File: src/hw/rtl/pfr_pkg.sv
// pfr_pkg: shared types and constants for the packet frame receiver
// holds the controller/datapath command and status structs and byte codes
// no dependencies
package pfr_pkg;

    localparam int unsigned BYTE_W     = 8;
    localparam int unsigned KIND_W     = 2;
    localparam int unsigned PLEN_W     = 7;
    localparam int unsigned IDX_W      = 7;
    localparam int unsigned CFG_IDX_W  = 1;

    localparam logic [CFG_IDX_W-1:0] CFG_HEAD_BYTE = 1'd0;
    localparam logic [CFG_IDX_W-1:0] CFG_TAIL_BYTE = 1'd1;

    localparam logic [BYTE_W-1:0] HEAD_RESET = 8'd204;
    localparam logic [BYTE_W-1:0] TAIL_RESET = 8'd185;
    localparam logic [BYTE_W-1:0] ID_LED_SET = 8'h81;
    localparam logic [BYTE_W-1:0] ID_LED_GET = 8'h83;
    localparam logic [BYTE_W-1:0] END_CR     = 8'h0D;
    localparam logic [BYTE_W-1:0] END_LF     = 8'h0A;

    typedef enum logic [1:0] {
        MODE_ORDINARY = 2'd0,
        MODE_SET      = 2'd1,
        MODE_GET      = 2'd2
    } led_mode_t;

    typedef enum logic [KIND_W-1:0] {
        KIND_BYTE       = 2'd0,
        KIND_LED_SET    = 2'd1,
        KIND_LED_STATUS = 2'd2
    } kind_t;

    // commands from the controller, at most one active per cycle
    typedef struct packed {
        logic take_length;
        logic take_payload;
        logic take_led;
        logic emit_led;
        logic rd_issue;
        logic load_byte;
    } pfr_cmd_t;

    // datapath status toward the controller
    typedef struct packed {
        logic      head_match;
        logic      len_bad;
        logic      no_room;
        logic      idx_zero;
        logic      id_set;
        logic      idx_last;
        logic      tail_match;
        logic      cksum_match;
        logic      is_cr;
        logic      is_lf;
        led_mode_t mode;
        logic      rd_last;
        logic      out_free;
    } pfr_status_t;

endpackage

File: src/hw/rtl/packet_frame_receiver_core.sv
// packet_frame_receiver_core: top level of the serial frame receiver
// depends on pfr_pkg, pfr_ctrl, pfr_dpath (which holds pfr_ram)
//
// Takes received bytes one beat at a time and parses frames of the form
// head, length, id + payload, tail, checksum, CR, LF, where the length counts
// the id plus payload and the checksum is the 8-bit bsd rotate-and-add sum over
// id and payload. While a frame is being parsed a byte is taken every cycle.
// A valid ordinary frame is delivered from the payload store as one beat per
// buffered byte, id first, each carrying length-1 and a last mark on the final
// beat; each beat passes a read state and then a load state for the store's
// registered read port, and no byte is taken during the burst. Each led frame
// gives a single result beat: an led-set frame (id 0x81) commits and reports
// its led byte, an led-get frame (id 0x83) reports the current led value.
// Frames with a length of zero or above PAYLOAD_DEPTH, frames that meet a byte
// with too little queue space, and frames failing the tail, checksum, CR or LF
// check are dropped silently. The output register lets a finished result wait
// while the next frame is received. The payload store has no reset; only
// entries written by the current frame are ever read.
module packet_frame_receiver_core #(
    parameter int unsigned PAYLOAD_DEPTH = 64
) (
    input  logic                          clk,
    input  logic                          rst_n,

    // configuration writes
    input  logic                          cfg_write,
    input  logic [pfr_pkg::CFG_IDX_W-1:0] cfg_index,
    input  logic [pfr_pkg::BYTE_W-1:0]    cfg_data,

    // received byte channel
    input  logic                          in_valid,
    output logic                          in_stall,
    input  logic [pfr_pkg::BYTE_W-1:0]    rx_byte,
    input  logic [pfr_pkg::BYTE_W-1:0]    rx_space,

    // result channel
    output logic                          out_valid,
    input  logic                          out_stall,
    output logic [pfr_pkg::KIND_W-1:0]    kind,
    output logic [pfr_pkg::BYTE_W-1:0]    data,
    output logic [pfr_pkg::PLEN_W-1:0]    payload_length,
    output logic                          last
);

    // command and status between the controller and the datapath
    pfr_pkg::pfr_cmd_t    cmd;
    pfr_pkg::pfr_status_t sts;

    // controller: frame phase tracking, delivery sequencing, input stall
    pfr_ctrl u_ctrl (
        .clk      (clk),
        .rst_n    (rst_n),
        .in_valid (in_valid),
        .in_stall (in_stall),
        .sts      (sts),
        .cmd      (cmd)
    );

    // datapath: head/tail registers, checksum, counters, led state,
    // payload store and the output register
    pfr_dpath #(
        .PAYLOAD_DEPTH (PAYLOAD_DEPTH)
    ) u_dpath (
        .clk            (clk),
        .rst_n          (rst_n),
        .cfg_write      (cfg_write),
        .cfg_index      (cfg_index),
        .cfg_data       (cfg_data),
        .rx_byte        (rx_byte),
        .rx_space       (rx_space),
        .cmd            (cmd),
        .sts            (sts),
        .out_stall      (out_stall),
        .out_valid      (out_valid),
        .kind           (kind),
        .data           (data),
        .payload_length (payload_length),
        .last           (last)
    );

endmodule

File: src/hw/rtl/pfr_ram.sv
// pfr_ram: generic single-port-write, single-port-read ram with registered read
// no dependencies
module pfr_ram #(
    parameter int unsigned WIDTH = 8,
    parameter int unsigned DEPTH = 64
) (
    input  logic                     clk,
    input  logic                     we,
    input  logic [$clog2(DEPTH)-1:0] waddr,
    input  logic [WIDTH-1:0]         wdata,
    input  logic                     re,
    input  logic [$clog2(DEPTH)-1:0] raddr,
    output logic [WIDTH-1:0]         rdata
);

    logic [WIDTH-1:0] mem_reg [DEPTH];
    logic [WIDTH-1:0] rdata_reg;

    always_ff @(posedge clk)
    begin
        if (we)
        begin
            mem_reg[waddr] <= wdata;
        end
        if (re)
        begin
            rdata_reg <= mem_reg[raddr];
        end
    end

    assign rdata = rdata_reg;

endmodule

File: src/hw/rtl/pfr_ctrl.sv
// pfr_ctrl: frame parsing and delivery state machine
// depends on pfr_pkg for command and status structs
module pfr_ctrl (
    input  logic                 clk,
    input  logic                 rst_n,
    input  logic                 in_valid,
    output logic                 in_stall,
    input  pfr_pkg::pfr_status_t sts,
    output pfr_pkg::pfr_cmd_t    cmd
);

    typedef enum logic [10:0] {
        ST_HEAD    = 11'b000_0000_0001,
        ST_LENGTH  = 11'b000_0000_0010,
        ST_PAYLOAD = 11'b000_0000_0100,
        ST_LEDS    = 11'b000_0000_1000,
        ST_TAIL    = 11'b000_0001_0000,
        ST_CKSUM   = 11'b000_0010_0000,
        ST_END1    = 11'b000_0100_0000,
        ST_END2    = 11'b000_1000_0000,
        ST_EMIT    = 11'b001_0000_0000,
        ST_READ    = 11'b010_0000_0000,
        ST_LOAD    = 11'b100_0000_0000
    } state_t;

    state_t state_reg;
    state_t state_next;
    logic   parsing;
    logic   in_fire;

    // bytes are taken only while a frame is being parsed
    assign parsing = (state_reg == ST_HEAD) || (state_reg == ST_LENGTH) ||
                     (state_reg == ST_PAYLOAD) || (state_reg == ST_LEDS) ||
                     (state_reg == ST_TAIL) || (state_reg == ST_CKSUM) ||
                     (state_reg == ST_END1) || (state_reg == ST_END2);
    assign in_stall = !parsing;
    assign in_fire  = in_valid && parsing;

    always_comb
    begin
        state_next = state_reg;
        cmd        = '0;
        unique case (state_reg)
            ST_HEAD:
            begin
                if (in_fire && sts.head_match)
                begin
                    state_next = ST_LENGTH;
                end
            end
            ST_LENGTH:
            begin
                if (in_fire)
                begin
                    cmd.take_length = 1'b1;
                    state_next = sts.len_bad ? ST_HEAD : ST_PAYLOAD;
                end
            end
            ST_PAYLOAD:
            begin
                if (in_fire)
                begin
                    if (sts.no_room)
                    begin
                        state_next = ST_HEAD;
                    end
                    else
                    begin
                        cmd.take_payload = 1'b1;
                        if (sts.idx_zero && sts.id_set)
                        begin
                            state_next = ST_LEDS;
                        end
                        else if (sts.idx_last)
                        begin
                            state_next = ST_TAIL;
                        end
                    end
                end
            end
            ST_LEDS:
            begin
                if (in_fire)
                begin
                    cmd.take_led = 1'b1;
                    state_next = ST_TAIL;
                end
            end
            ST_TAIL:
            begin
                if (in_fire)
                begin
                    state_next = sts.tail_match ? ST_CKSUM : ST_HEAD;
                end
            end
            ST_CKSUM:
            begin
                if (in_fire)
                begin
                    state_next = sts.cksum_match ? ST_END1 : ST_HEAD;
                end
            end
            ST_END1:
            begin
                if (in_fire)
                begin
                    state_next = sts.is_cr ? ST_END2 : ST_HEAD;
                end
            end
            ST_END2:
            begin
                if (in_fire)
                begin
                    if (!sts.is_lf)
                    begin
                        state_next = ST_HEAD;
                    end
                    else if (sts.mode == pfr_pkg::MODE_ORDINARY)
                    begin
                        state_next = ST_READ;
                    end
                    else
                    begin
                        state_next = ST_EMIT;
                    end
                end
            end
            ST_EMIT:
            begin
                if (sts.out_free)
                begin
                    cmd.emit_led = 1'b1;
                    state_next = ST_HEAD;
                end
            end
            ST_READ:
            begin
                cmd.rd_issue = 1'b1;
                state_next = ST_LOAD;
            end
            ST_LOAD:
            begin
                if (sts.out_free)
                begin
                    cmd.load_byte = 1'b1;
                    state_next = sts.rd_last ? ST_HEAD : ST_READ;
                end
            end
            default:
            begin
                state_next = ST_HEAD;
            end
        endcase
    end

    always_ff @(posedge clk or negedge rst_n)
    begin
        if (!rst_n)
        begin
            state_reg <= ST_HEAD;
        end
        else
        begin
            state_reg <= state_next;
        end
    end

    // the final delivered byte ends the burst
    a_burst_ends: assert property (@(posedge clk) disable iff (!rst_n)
        (cmd.load_byte && sts.rd_last) |=> (state_reg == ST_HEAD))
        else $error("delivery burst did not end after the last byte");

    // a byte with no room drops the frame and nothing is stored
    a_no_room_drop: assert property (@(posedge clk) disable iff (!rst_n)
        (state_reg == ST_PAYLOAD && in_fire && sts.no_room)
            |-> (!cmd.take_payload && state_next == ST_HEAD))
        else $error("frame not dropped on missing queue room");

endmodule

File: src/hw/rtl/pfr_dpath.sv
// pfr_dpath: frame registers, bsd checksum, payload store and output register
// depends on pfr_pkg and pfr_ram
module pfr_dpath #(
    parameter int unsigned PAYLOAD_DEPTH = 64
) (
    input  logic                                 clk,
    input  logic                                 rst_n,
    input  logic                                 cfg_write,
    input  logic [pfr_pkg::CFG_IDX_W-1:0]        cfg_index,
    input  logic [pfr_pkg::BYTE_W-1:0]           cfg_data,
    input  logic [pfr_pkg::BYTE_W-1:0]           rx_byte,
    input  logic [pfr_pkg::BYTE_W-1:0]           rx_space,
    input  pfr_pkg::pfr_cmd_t                    cmd,
    output pfr_pkg::pfr_status_t                 sts,
    input  logic                                 out_stall,
    output logic                                 out_valid,
    output logic [pfr_pkg::KIND_W-1:0]           kind,
    output logic [pfr_pkg::BYTE_W-1:0]           data,
    output logic [pfr_pkg::PLEN_W-1:0]           payload_length,
    output logic                                 last
);

    localparam int unsigned AW = $clog2(PAYLOAD_DEPTH);
    localparam logic [pfr_pkg::BYTE_W-1:0] DEPTH_B = pfr_pkg::BYTE_W'(PAYLOAD_DEPTH);

    logic [pfr_pkg::BYTE_W-1:0] head_reg, head_next;
    logic [pfr_pkg::BYTE_W-1:0] tail_reg, tail_next;
    logic [pfr_pkg::BYTE_W-1:0] flen_reg, flen_next;
    logic [pfr_pkg::BYTE_W-1:0] cks_reg, cks_next;
    logic [pfr_pkg::IDX_W-1:0]  idx_reg, idx_next;
    logic [pfr_pkg::IDX_W-1:0]  rd_cnt_reg, rd_cnt_next;
    pfr_pkg::led_mode_t         mode_reg, mode_next;
    logic [pfr_pkg::BYTE_W-1:0] led_reg, led_next;
    logic [pfr_pkg::BYTE_W-1:0] pend_reg, pend_next;

    logic                       ov_reg, ov_next;
    pfr_pkg::kind_t             kind_reg, kind_next;
    logic [pfr_pkg::BYTE_W-1:0] data_reg, data_next;
    logic [pfr_pkg::PLEN_W-1:0] plen_reg, plen_next;
    logic                       last_reg, last_next;

    logic [pfr_pkg::BYTE_W-1:0] cks_add;
    logic                       ram_we;
    logic                       ram_re;
    logic [pfr_pkg::BYTE_W-1:0] ram_q;
    logic                       out_free;
    logic                       rd_last;

    // rotate right by one, then add
    assign cks_add = {cks_reg[0], cks_reg[pfr_pkg::BYTE_W-1:1]} + rx_byte;

    assign out_free = !ov_reg || !out_stall;
    assign rd_last  = (pfr_pkg::BYTE_W'(rd_cnt_reg) + 8'd1) == flen_reg;

    // the id byte of an led frame is not stored
    assign ram_we = cmd.take_payload &&
                    !((idx_reg == '0) && ((rx_byte == pfr_pkg::ID_LED_SET) ||
                                          (rx_byte == pfr_pkg::ID_LED_GET)));
    assign ram_re = cmd.rd_issue;

    pfr_ram #(
        .WIDTH (pfr_pkg::BYTE_W),
        .DEPTH (PAYLOAD_DEPTH)
    ) u_store (
        .clk   (clk),
        .we    (ram_we),
        .waddr (idx_reg[AW-1:0]),
        .wdata (rx_byte),
        .re    (ram_re),
        .raddr (rd_cnt_reg[AW-1:0]),
        .rdata (ram_q)
    );

    always_comb
    begin
        sts.head_match  = rx_byte == head_reg;
        sts.len_bad     = (rx_byte == '0) || (rx_byte > DEPTH_B);
        sts.no_room     = rx_space <= flen_reg;
        sts.idx_zero    = idx_reg == '0;
        sts.id_set      = rx_byte == pfr_pkg::ID_LED_SET;
        sts.idx_last    = (pfr_pkg::BYTE_W'(idx_reg) + 8'd1) >= flen_reg;
        sts.tail_match  = rx_byte == tail_reg;
        sts.cksum_match = rx_byte == cks_reg;
        sts.is_cr       = rx_byte == pfr_pkg::END_CR;
        sts.is_lf       = rx_byte == pfr_pkg::END_LF;
        sts.mode        = mode_reg;
        sts.rd_last     = rd_last;
        sts.out_free    = out_free;
    end

    always_comb
    begin
        head_next   = head_reg;
        tail_next   = tail_reg;
        flen_next   = flen_reg;
        cks_next    = cks_reg;
        idx_next    = idx_reg;
        rd_cnt_next = rd_cnt_reg;
        mode_next   = mode_reg;
        led_next    = led_reg;
        pend_next   = pend_reg;
        ov_next     = ov_reg && out_stall;
        kind_next   = kind_reg;
        data_next   = data_reg;
        plen_next   = plen_reg;
        last_next   = last_reg;

        if (cfg_write)
        begin
            unique case (cfg_index)
                pfr_pkg::CFG_HEAD_BYTE: head_next = cfg_data;
                pfr_pkg::CFG_TAIL_BYTE: tail_next = cfg_data;
                default:                head_next = head_reg;
            endcase
        end

        if (cmd.take_length)
        begin
            flen_next   = rx_byte;
            cks_next    = '0;
            idx_next    = '0;
            rd_cnt_next = '0;
            mode_next   = pfr_pkg::MODE_ORDINARY;
        end

        if (cmd.take_payload)
        begin
            cks_next = cks_add;
            idx_next = idx_reg + 7'd1;
            if ((idx_reg == '0) && (rx_byte == pfr_pkg::ID_LED_GET))
            begin
                mode_next = pfr_pkg::MODE_GET;
            end
        end

        if (cmd.take_led)
        begin
            pend_next = rx_byte;
            cks_next  = cks_add;
            mode_next = pfr_pkg::MODE_SET;
        end

        if (cmd.emit_led)
        begin
            ov_next   = 1'b1;
            plen_next = '0;
            last_next = 1'b1;
            if (mode_reg == pfr_pkg::MODE_SET)
            begin
                led_next  = pend_reg;
                kind_next = pfr_pkg::KIND_LED_SET;
                data_next = pend_reg;
            end
            else
            begin
                kind_next = pfr_pkg::KIND_LED_STATUS;
                data_next = led_reg;
            end
        end

        if (cmd.load_byte)
        begin
            ov_next     = 1'b1;
            kind_next   = pfr_pkg::KIND_BYTE;
            data_next   = ram_q;
            plen_next   = pfr_pkg::PLEN_W'(flen_reg - 8'd1);
            last_next   = rd_last;
            rd_cnt_next = rd_cnt_reg + 7'd1;
        end
    end

    always_ff @(posedge clk or negedge rst_n)
    begin
        if (!rst_n)
        begin
            head_reg   <= pfr_pkg::HEAD_RESET;
            tail_reg   <= pfr_pkg::TAIL_RESET;
            flen_reg   <= '0;
            cks_reg    <= '0;
            idx_reg    <= '0;
            rd_cnt_reg <= '0;
            mode_reg   <= pfr_pkg::MODE_ORDINARY;
            led_reg    <= '0;
            ov_reg     <= 1'b0;
        end
        else
        begin
            head_reg   <= head_next;
            tail_reg   <= tail_next;
            flen_reg   <= flen_next;
            cks_reg    <= cks_next;
            idx_reg    <= idx_next;
            rd_cnt_reg <= rd_cnt_next;
            mode_reg   <= mode_next;
            led_reg    <= led_next;
            ov_reg     <= ov_next;
        end
    end

    always_ff @(posedge clk)
    begin
        pend_reg <= pend_next;
        kind_reg <= kind_next;
        data_reg <= data_next;
        plen_reg <= plen_next;
        last_reg <= last_next;
    end

    assign out_valid      = ov_reg;
    assign kind           = kind_reg;
    assign data           = data_reg;
    assign payload_length = plen_reg;
    assign last           = last_reg;

    // store is written only while receiving and read only while delivering
    a_ram_port_excl: assert property (@(posedge clk) disable iff (!rst_n)
        !(ram_we && ram_re))
        else $error("payload store written and read in one cycle");

    // delivery never reads past the frame length
    a_rd_in_frame: assert property (@(posedge clk) disable iff (!rst_n)
        cmd.load_byte |-> (pfr_pkg::BYTE_W'(rd_cnt_reg) < flen_reg))
        else $error("delivery read beyond the frame");

endmodule
File: config.mk
export PLATFORM = sky130hd
export DESIGN_NAME = packet_frame_receiver_core
export DESIGN_NICKNAME = d
export VERILOG_FILES = /design/src/hw/rtl/pfr_pkg.sv /design/src/hw/rtl/packet_frame_receiver_core.sv /design/src/hw/rtl/pfr_ram.sv /design/src/hw/rtl/pfr_ctrl.sv /design/src/hw/rtl/pfr_dpath.sv
export SDC_FILE = /design/constraint.sdc
export NUM_CORES = 1
export LEC_CHECK = 0
export BUFFER_PORTS_ARGS = -buffer_cell sky130_fd_sc_hd__buf_4
export CELL_PAD_IN_SITES_DETAIL_PLACEMENT = 0
export CELL_PAD_IN_SITES_GLOBAL_PLACEMENT = 2
export CORE_ASPECT_RATIO = 1.75
export CORE_MARGIN = 10
export CORE_UTILIZATION = 45
export DETAILED_ROUTE_END_ITERATION = 7
export GPL_TIMING_DRIVEN = 0
export PLACE_DENSITY = 0.73
export SLEW_MARGIN = 5
export SYNTH_ARGS = -nofsm -noshare
export SYNTH_HDL_FRONTEND = slang
export SYNTH_HIERARCHICAL = 1
export SYNTH_SLANG_ARGS = --single-unit
export TNS_END_PERCENT = 20
File: constraint.sdc
create_clock -name clk -period 6.48 [get_ports clk]
set_input_delay 0.972 -clock clk [delete_from_list [all_inputs] [get_ports clk]]
set_output_delay 0.972 -clock clk [all_outputs]
set_load 0.005 [all_outputs]
======== Word level (Yosys, flattened, before mapping) ========
Memories as Yosys holds them, arrays and structs flattened. A register that Yosys moved wholly into a read port is not among the register bits.
Index checks and enable logic that the tools add are counted.
storage, ports and cells
  bits in registers ....................... 94
  RAM bits ................................ 512
  bits of input ports ..................... 30
  output and inout port bits .............. 20
  word-level logic and storage cells ...... 141
  memories ................................ 1
memories
  memory                   depth  bits a word  rd ports  clocked after memory_dff  wr ports  line           RTL
  u_dpath.u_store.mem_reg  64     8            1         1                         1         pfr_ram.sv:16  logic [WIDTH-1:0] mem_reg [DEPTH];
cells by class
  $add $sub $neg .......................... 6
  $lt $le $gt $ge ......................... 3
  equal/unequal tests ..................... 31
  multiplexer cells ....................... 53
  bitwise operators ....................... 1
  reduce and logical (&&, ||, !) cells .... 31
operators by type and width
  cell                                                                     count
  11-bit two-way mux                                                       14
  11-bit case mux with 11 select lines                                     1
  8-bit two-way mux                                                        7
  7-bit two-way mux                                                        6
  8-bit equality test                                                      4
  10-bit two-way mux                                                       2
  2-bit by 1-bit != test with 1-bit output, second input constant          9
  7-bit by 1-bit adder with 8-bit output, second input constant            2
  8-bit by 4-bit equality test with 1-bit output, second input constant    2
  8-bit equality test, second input constant                               2
  1-bit two-way mux                                                        16
  7-bit by 1-bit adder with 7-bit output, second input constant            2
  11-bit by 1-bit equality test with 1-bit output, second input constant   1
  11-bit by 10-bit equality test with 1-bit output, second input constant  1
  11-bit equality test, second input constant                              1
  11-bit by 2-bit equality test with 1-bit output, second input constant   1
  11-bit by 3-bit equality test with 1-bit output, second input constant   1
  11-bit by 4-bit equality test with 1-bit output, second input constant   1
  11-bit by 5-bit equality test with 1-bit output, second input constant   1
  11-bit by 6-bit equality test with 1-bit output, second input constant   1
  11-bit by 7-bit equality test with 1-bit output, second input constant   1
  11-bit by 8-bit equality test with 1-bit output, second input constant   1
  11-bit by 9-bit equality test with 1-bit output, second input constant   1
  11-bit AND reduction                                                     1
  other kinds (21)                                                         46

======== Depth between registers and ports, before layout ========
  word-level depth ........................ 15
  gate-level depth with buffers ........... 14
  mapped depth without buffers ............ 13

======== Hierarchy ========
Netlist, hierarchy kept.
by module, submodules not included
  module     instances  cells an instance  area each (µm²)
  pfr_ram    1          940                20246.9
  pfr_dpath  1          441                4758.3
  pfr_ctrl   1          107                953.4

======== Worst setup path before layout ========
OpenSTA, ideal clock, no wires.
  kind .................................... input -> register
  start point ............................. input port rx_space[1] in the netlist's numbering
  end point ............................... memory u_dpath.u_store.mem_reg[62][0] (enable)
  setup time .............................. 0.370 ns
  arrival time ............................ 3.628 ns
  setup slack ............................. 2.482 ns
  stages .................................. 13
  buffers on the path ..................... 1
  cells stage by stage .................... ha_1 nor2b_1 o21a_1 o21ai_0 a21oi_1 o22ai_1 nor3_1 and3_1 clkbuf_1 and2_1 nor2b_1 nand3_1 nor2_1
RTL lines
  item                line                              RTL
  start: declaration  packet_frame_receiver_core.sv:34  input logic [pfr_pkg::BYTE_W-1:0] rx_space,
  end: declaration    pfr_ram.sv:16

==> impl_metrics.py <==
metrics = {
    "global_routing": {
        "grt_antenna_before_repair": 0,
        "grt_pass1_wl_um": 101400,
        "grt_overflow": 0,
        "grtUsageTotal": 0.2047,
        "grt_pass1_vias": 14650,
        "grt_start_max_net_pins": 69,
    },
    "synthesis": {
        "async_flop_share": 0.1107,
        "synth.cell_area_um2": 25960,
        "ys_seq_area_frac": 0.6969,
        "avgSynthCellArea_um2": 17.45,
        "ys_ff_latch": 614,
        "synth-main-ff-cell": "edfxtp_1",
        "synth_nets": 1546,
        "ys_types": 76,
        "synth_edf_count": 544,
        "netlist_instances": 1488,
        "ys_warn_count": 6,
    },
    "setup_path": {
        "crit_family": "simple AND/OR/NAND/NOR gates",
        "cp.required_ps": 6710,
        "crit_path_max_fanout": 10,
        "critPathBufInv": 2,
        "rr_worst_depth": 10,
        "reg2reg_to": "u_dpath/u_store/mem_reg[46][3]",
        "slowest_stage": "nor2_1",
        "r2r_slack_ps": 1330,
        "r2r-start": "u_ctrl/state_reg[1]",
        "critical_path_class": "flop to flop",
        "crit_path_max_incr_delay_ps": 890,
        "path_depth": 10,
        "cp-start-kind": "flop",
        "worstSetupEndpointType": "flop",
        "cp_cell_sequence": "buf_2, nor4_1, o21ai_1, a21oi_1, and3_1, clkbuf_1, and2_1, nor2b_1, nand3_1, nor2_1",
        "cp_data_arrival_time_ps": 5370,
    },
    "drt": {
        "drtIter0Drc": 1087,
        "final_antenna_net_count": 0,
        "vias_per_cell": 5.800,
        "wire_per_inst_um": 28.70,
        "first_pass_iters": 5,
        "vias": 13960,
        "routed_wl_um": 69060,
        "drc_errors": 0,
    },
    "cts": {
        "cts_root_buf": "clkbuf_16",
        "clk_path_buf_depth": 3,
        "tritoncts": "built",
        "clkTransAtPathRegs_ps": 60,
        "cts_inserted_buffers": 54,
        "cts_max_level": 2,
        "clk_latency_ps": 610,
        "ctsHoldBuffers": 0,
        "clock_sinks": 614,
        "post_cts_buffers": 0,
        "ctsResizeCount": 0,
    },
    "sta": {
        "tightest_slew_ps": 1331,
        "finClkSkew_ps": 15.53,
        "rsz0062_at_grt": "no",
        "slew_viol_final": 0,
        "fin_crit_ps": 5146,
        "setup_violations": 0,
        "max_freq_mhz": 194.3,
        "finalSetupTns_ps": 0,
        "slew_headroom": 0.1060,
        "fin_crit_sh": 0.7941,
        "hold_viol": 0,
    },
    "pwr": {
        "pwr-share-clk": 0.351,
        "switchingPower_uw": 2304,
        "switching_share": 0.2537,
        "pwr-share-comb": 0.155,
        "internal_power_uw": 6778,
        "powerDensity_nw_per_um2": 312.7,
        "pwr-share-seq": 0.494,
        "p_leak_uw": 0.009289,
        "ir_drop_mv": 0.1965,
    },
    "min_path": {
        "hp-class": "flop to flop",
        "holdPathEnd": "u_dpath/kind[0]",
        "holdCritStartpoint": "u_dpath/kind[0]",
        "worstHoldPathCells": 2,
    },
    "finish": {
        "layout.nets": 1654,
        "instances_no_fill": 2406,
        "area_growth_pct": 11.89,
        "drive_above_1_share": 0.2303,
        "mostFrequentLayoutCells": "edfxtp_1 (544), mux4_2 (126), nor2_1 (104)",
        "final_common_cell": "edfxtp_1",
        "largest_reg_flops": 512,
    },
    "placed_design": {
        "hpwl_um": 48000,
        "port_buffers": 49,
        "dp_cells": 2307,
        "gp_congestion": 0.8587,
    },
    "die": {
        "fp.dieH_um": 337.7,
        "dieWidth_um": 201.6,
        "rows": 116,
        "initial_core_util": 0.4539,
        "dieArea_um2": 68070,
        "io_pins": 50,
        "fp.coreArea_um2": 57180,
    },
    "job": {
        "max_cap_viol_count": 0,
    },
    "status": {
        "outcome": "complete, no violations",
    },
}
## cells by family (layout without fill, tap and decap cells)
| kind of cell | count (synthesis) | count (layout) | synth area share |
|---|---|---|---|
| AOI/OAI and AO/OA | 145 | 145 | 0.03875 |
| xor gates and xnor gates | 49 | 49 | 0.01653 |
| adders and majority gates | 28 | 28 | 0.01379 |
| buffers and inverters | 100 | 249 | 0.02140 |
| DFF | 614 | 614 | 0.6969 |
| muxes | 208 | 208 | 0.1444 |
| other | 0 | 2 | 0 |
| and+or+nand+nor | 344 | 344 | 0.06825 |
## power by group through the flow
stage	registers (uW)	logic, uW	clock network, uW
global route	4490	1530	3410
CTS	4480	1440	3260
detailed placement	4570	1440	0
floorplan	4530	981	0
global placement	4570	1420	0
finish	4480	1410	3190
## synth_stat cells (4+ instances only)
| library cell | count | area, um^2 |
|---|---|---|
| dfrtp_1 | 58 | 1451 |
| nor2_1 | 104 | 390.4 |
| ha_1 | 27 | 337.8 |
| nand2_1 | 63 | 236.5 |
| a21o_1 | 8 | 60.06 |
| a221oi_1 | 6 | 52.55 |
| xnor2_1 | 42 | 367.9 |
| buf_6 | 7 | 78.83 |
| mux4_2 | 126 | 2838 |
| and2_1 | 10 | 62.56 |
| mux2i_1 | 34 | 340.3 |
| buf_1 | 4 | 15.01 |
| edfxtp_1 | 544 | 16340 |
| a21oi_1 | 15 | 75.07 |
| nand3b_1 | 10 | 75.07 |
| nor4_1 | 11 | 68.82 |
| nor2b_1 | 23 | 143.9 |
| clkbuf_1 | 33 | 123.9 |
| o21ai_0 | 39 | 195.2 |
| nor4b_1 | 7 | 61.31 |
| nand3_1 | 32 | 160.2 |
| buf_4 | 20 | 150.1 |
| dfstp_2 | 10 | 262.8 |
| a31oi_1 | 5 | 31.28 |
| inv_1 | 18 | 67.56 |
| o221ai_1 | 9 | 78.83 |
| buf_2 | 16 | 80.08 |
| xor2_1 | 7 | 61.31 |
| nor3_1 | 18 | 90.09 |
| nand2b_1 | 23 | 143.9 |
| nand4_1 | 11 | 68.82 |
| o22ai_1 | 9 | 56.30 |
| o21ai_1 | 4 | 20.02 |
| a211oi_1 | 7 | 52.55 |
| mux2_4 | 8 | 120.1 |
| and3_1 | 8 | 50.05 |
| mux2_2 | 40 | 450.4 |
## cell type report
type                       instances  area, um^2
clock inverter                    27       236.5
multi-input combinational        774        7326
buffer                            82       488.0
sequential                       614       18090
inverter                          18       67.56
clock buffer                      70        1483
fill                            4784       28140
timing repair buffer              52       390.4
antenna                            2       5.005
tap                              767       959.7
## worst max-delay path by stage
stage	from	end	slack, ps
detailed placement	rx_space[1]	u_dpath/u_store/mem_reg[14][7]	960
global route	u_dpath/flen_reg[1]	u_dpath/u_store/mem_reg[46][5]	980
floorplan	rx_space[1]	u_dpath/u_store/mem_reg[62][0]	2480
CTS	u_ctrl/state_reg[1]	u_dpath/u_store/mem_reg[14][7]	1320
finish	u_ctrl/state_reg[1]	u_dpath/u_store/mem_reg[46][3]	1330
global placement	u_ctrl/state_reg[1]	u_dpath/cks_reg[5]	720
## per-layer routing
metal / share of wire / routed length [um] / track usage / vias to the layer above
met1: 0.35 / 24410 / 0.2174 / 7344
met5: 0 / 0 / 0 / -
met4: 0.042 / 2931 / 0.08391 / 0
li1: - / - / - / 6114
met3: 0.036 / 2466 / 0.02444 / 136
met2: 0.57 / 39250 / 0.3993 / 361
## tightest hold or removal path: cells and delay by family (launching register included)
family,cells,cell delay [ps]
simple gates,1,60
flops,1,310
compound gates,1,60
## metrics by stage
stage	hold WS (ps)	power (uW)	area [um^2]	util	setup slack (ps)
global placement	463.8	5986	27290	0.4772	723.5
floorplan	466.8	5514	25960	-	2482
CTS	474.0	9188	29040	0.5078	1323
detailed placement	462.8	6005	27320	0.4778	964.0
global route	493.6	9437	29040	0.5078	979.1
finish	473.0	9082	29050	0.5079	1334
(Power assumes the default switching activity.)
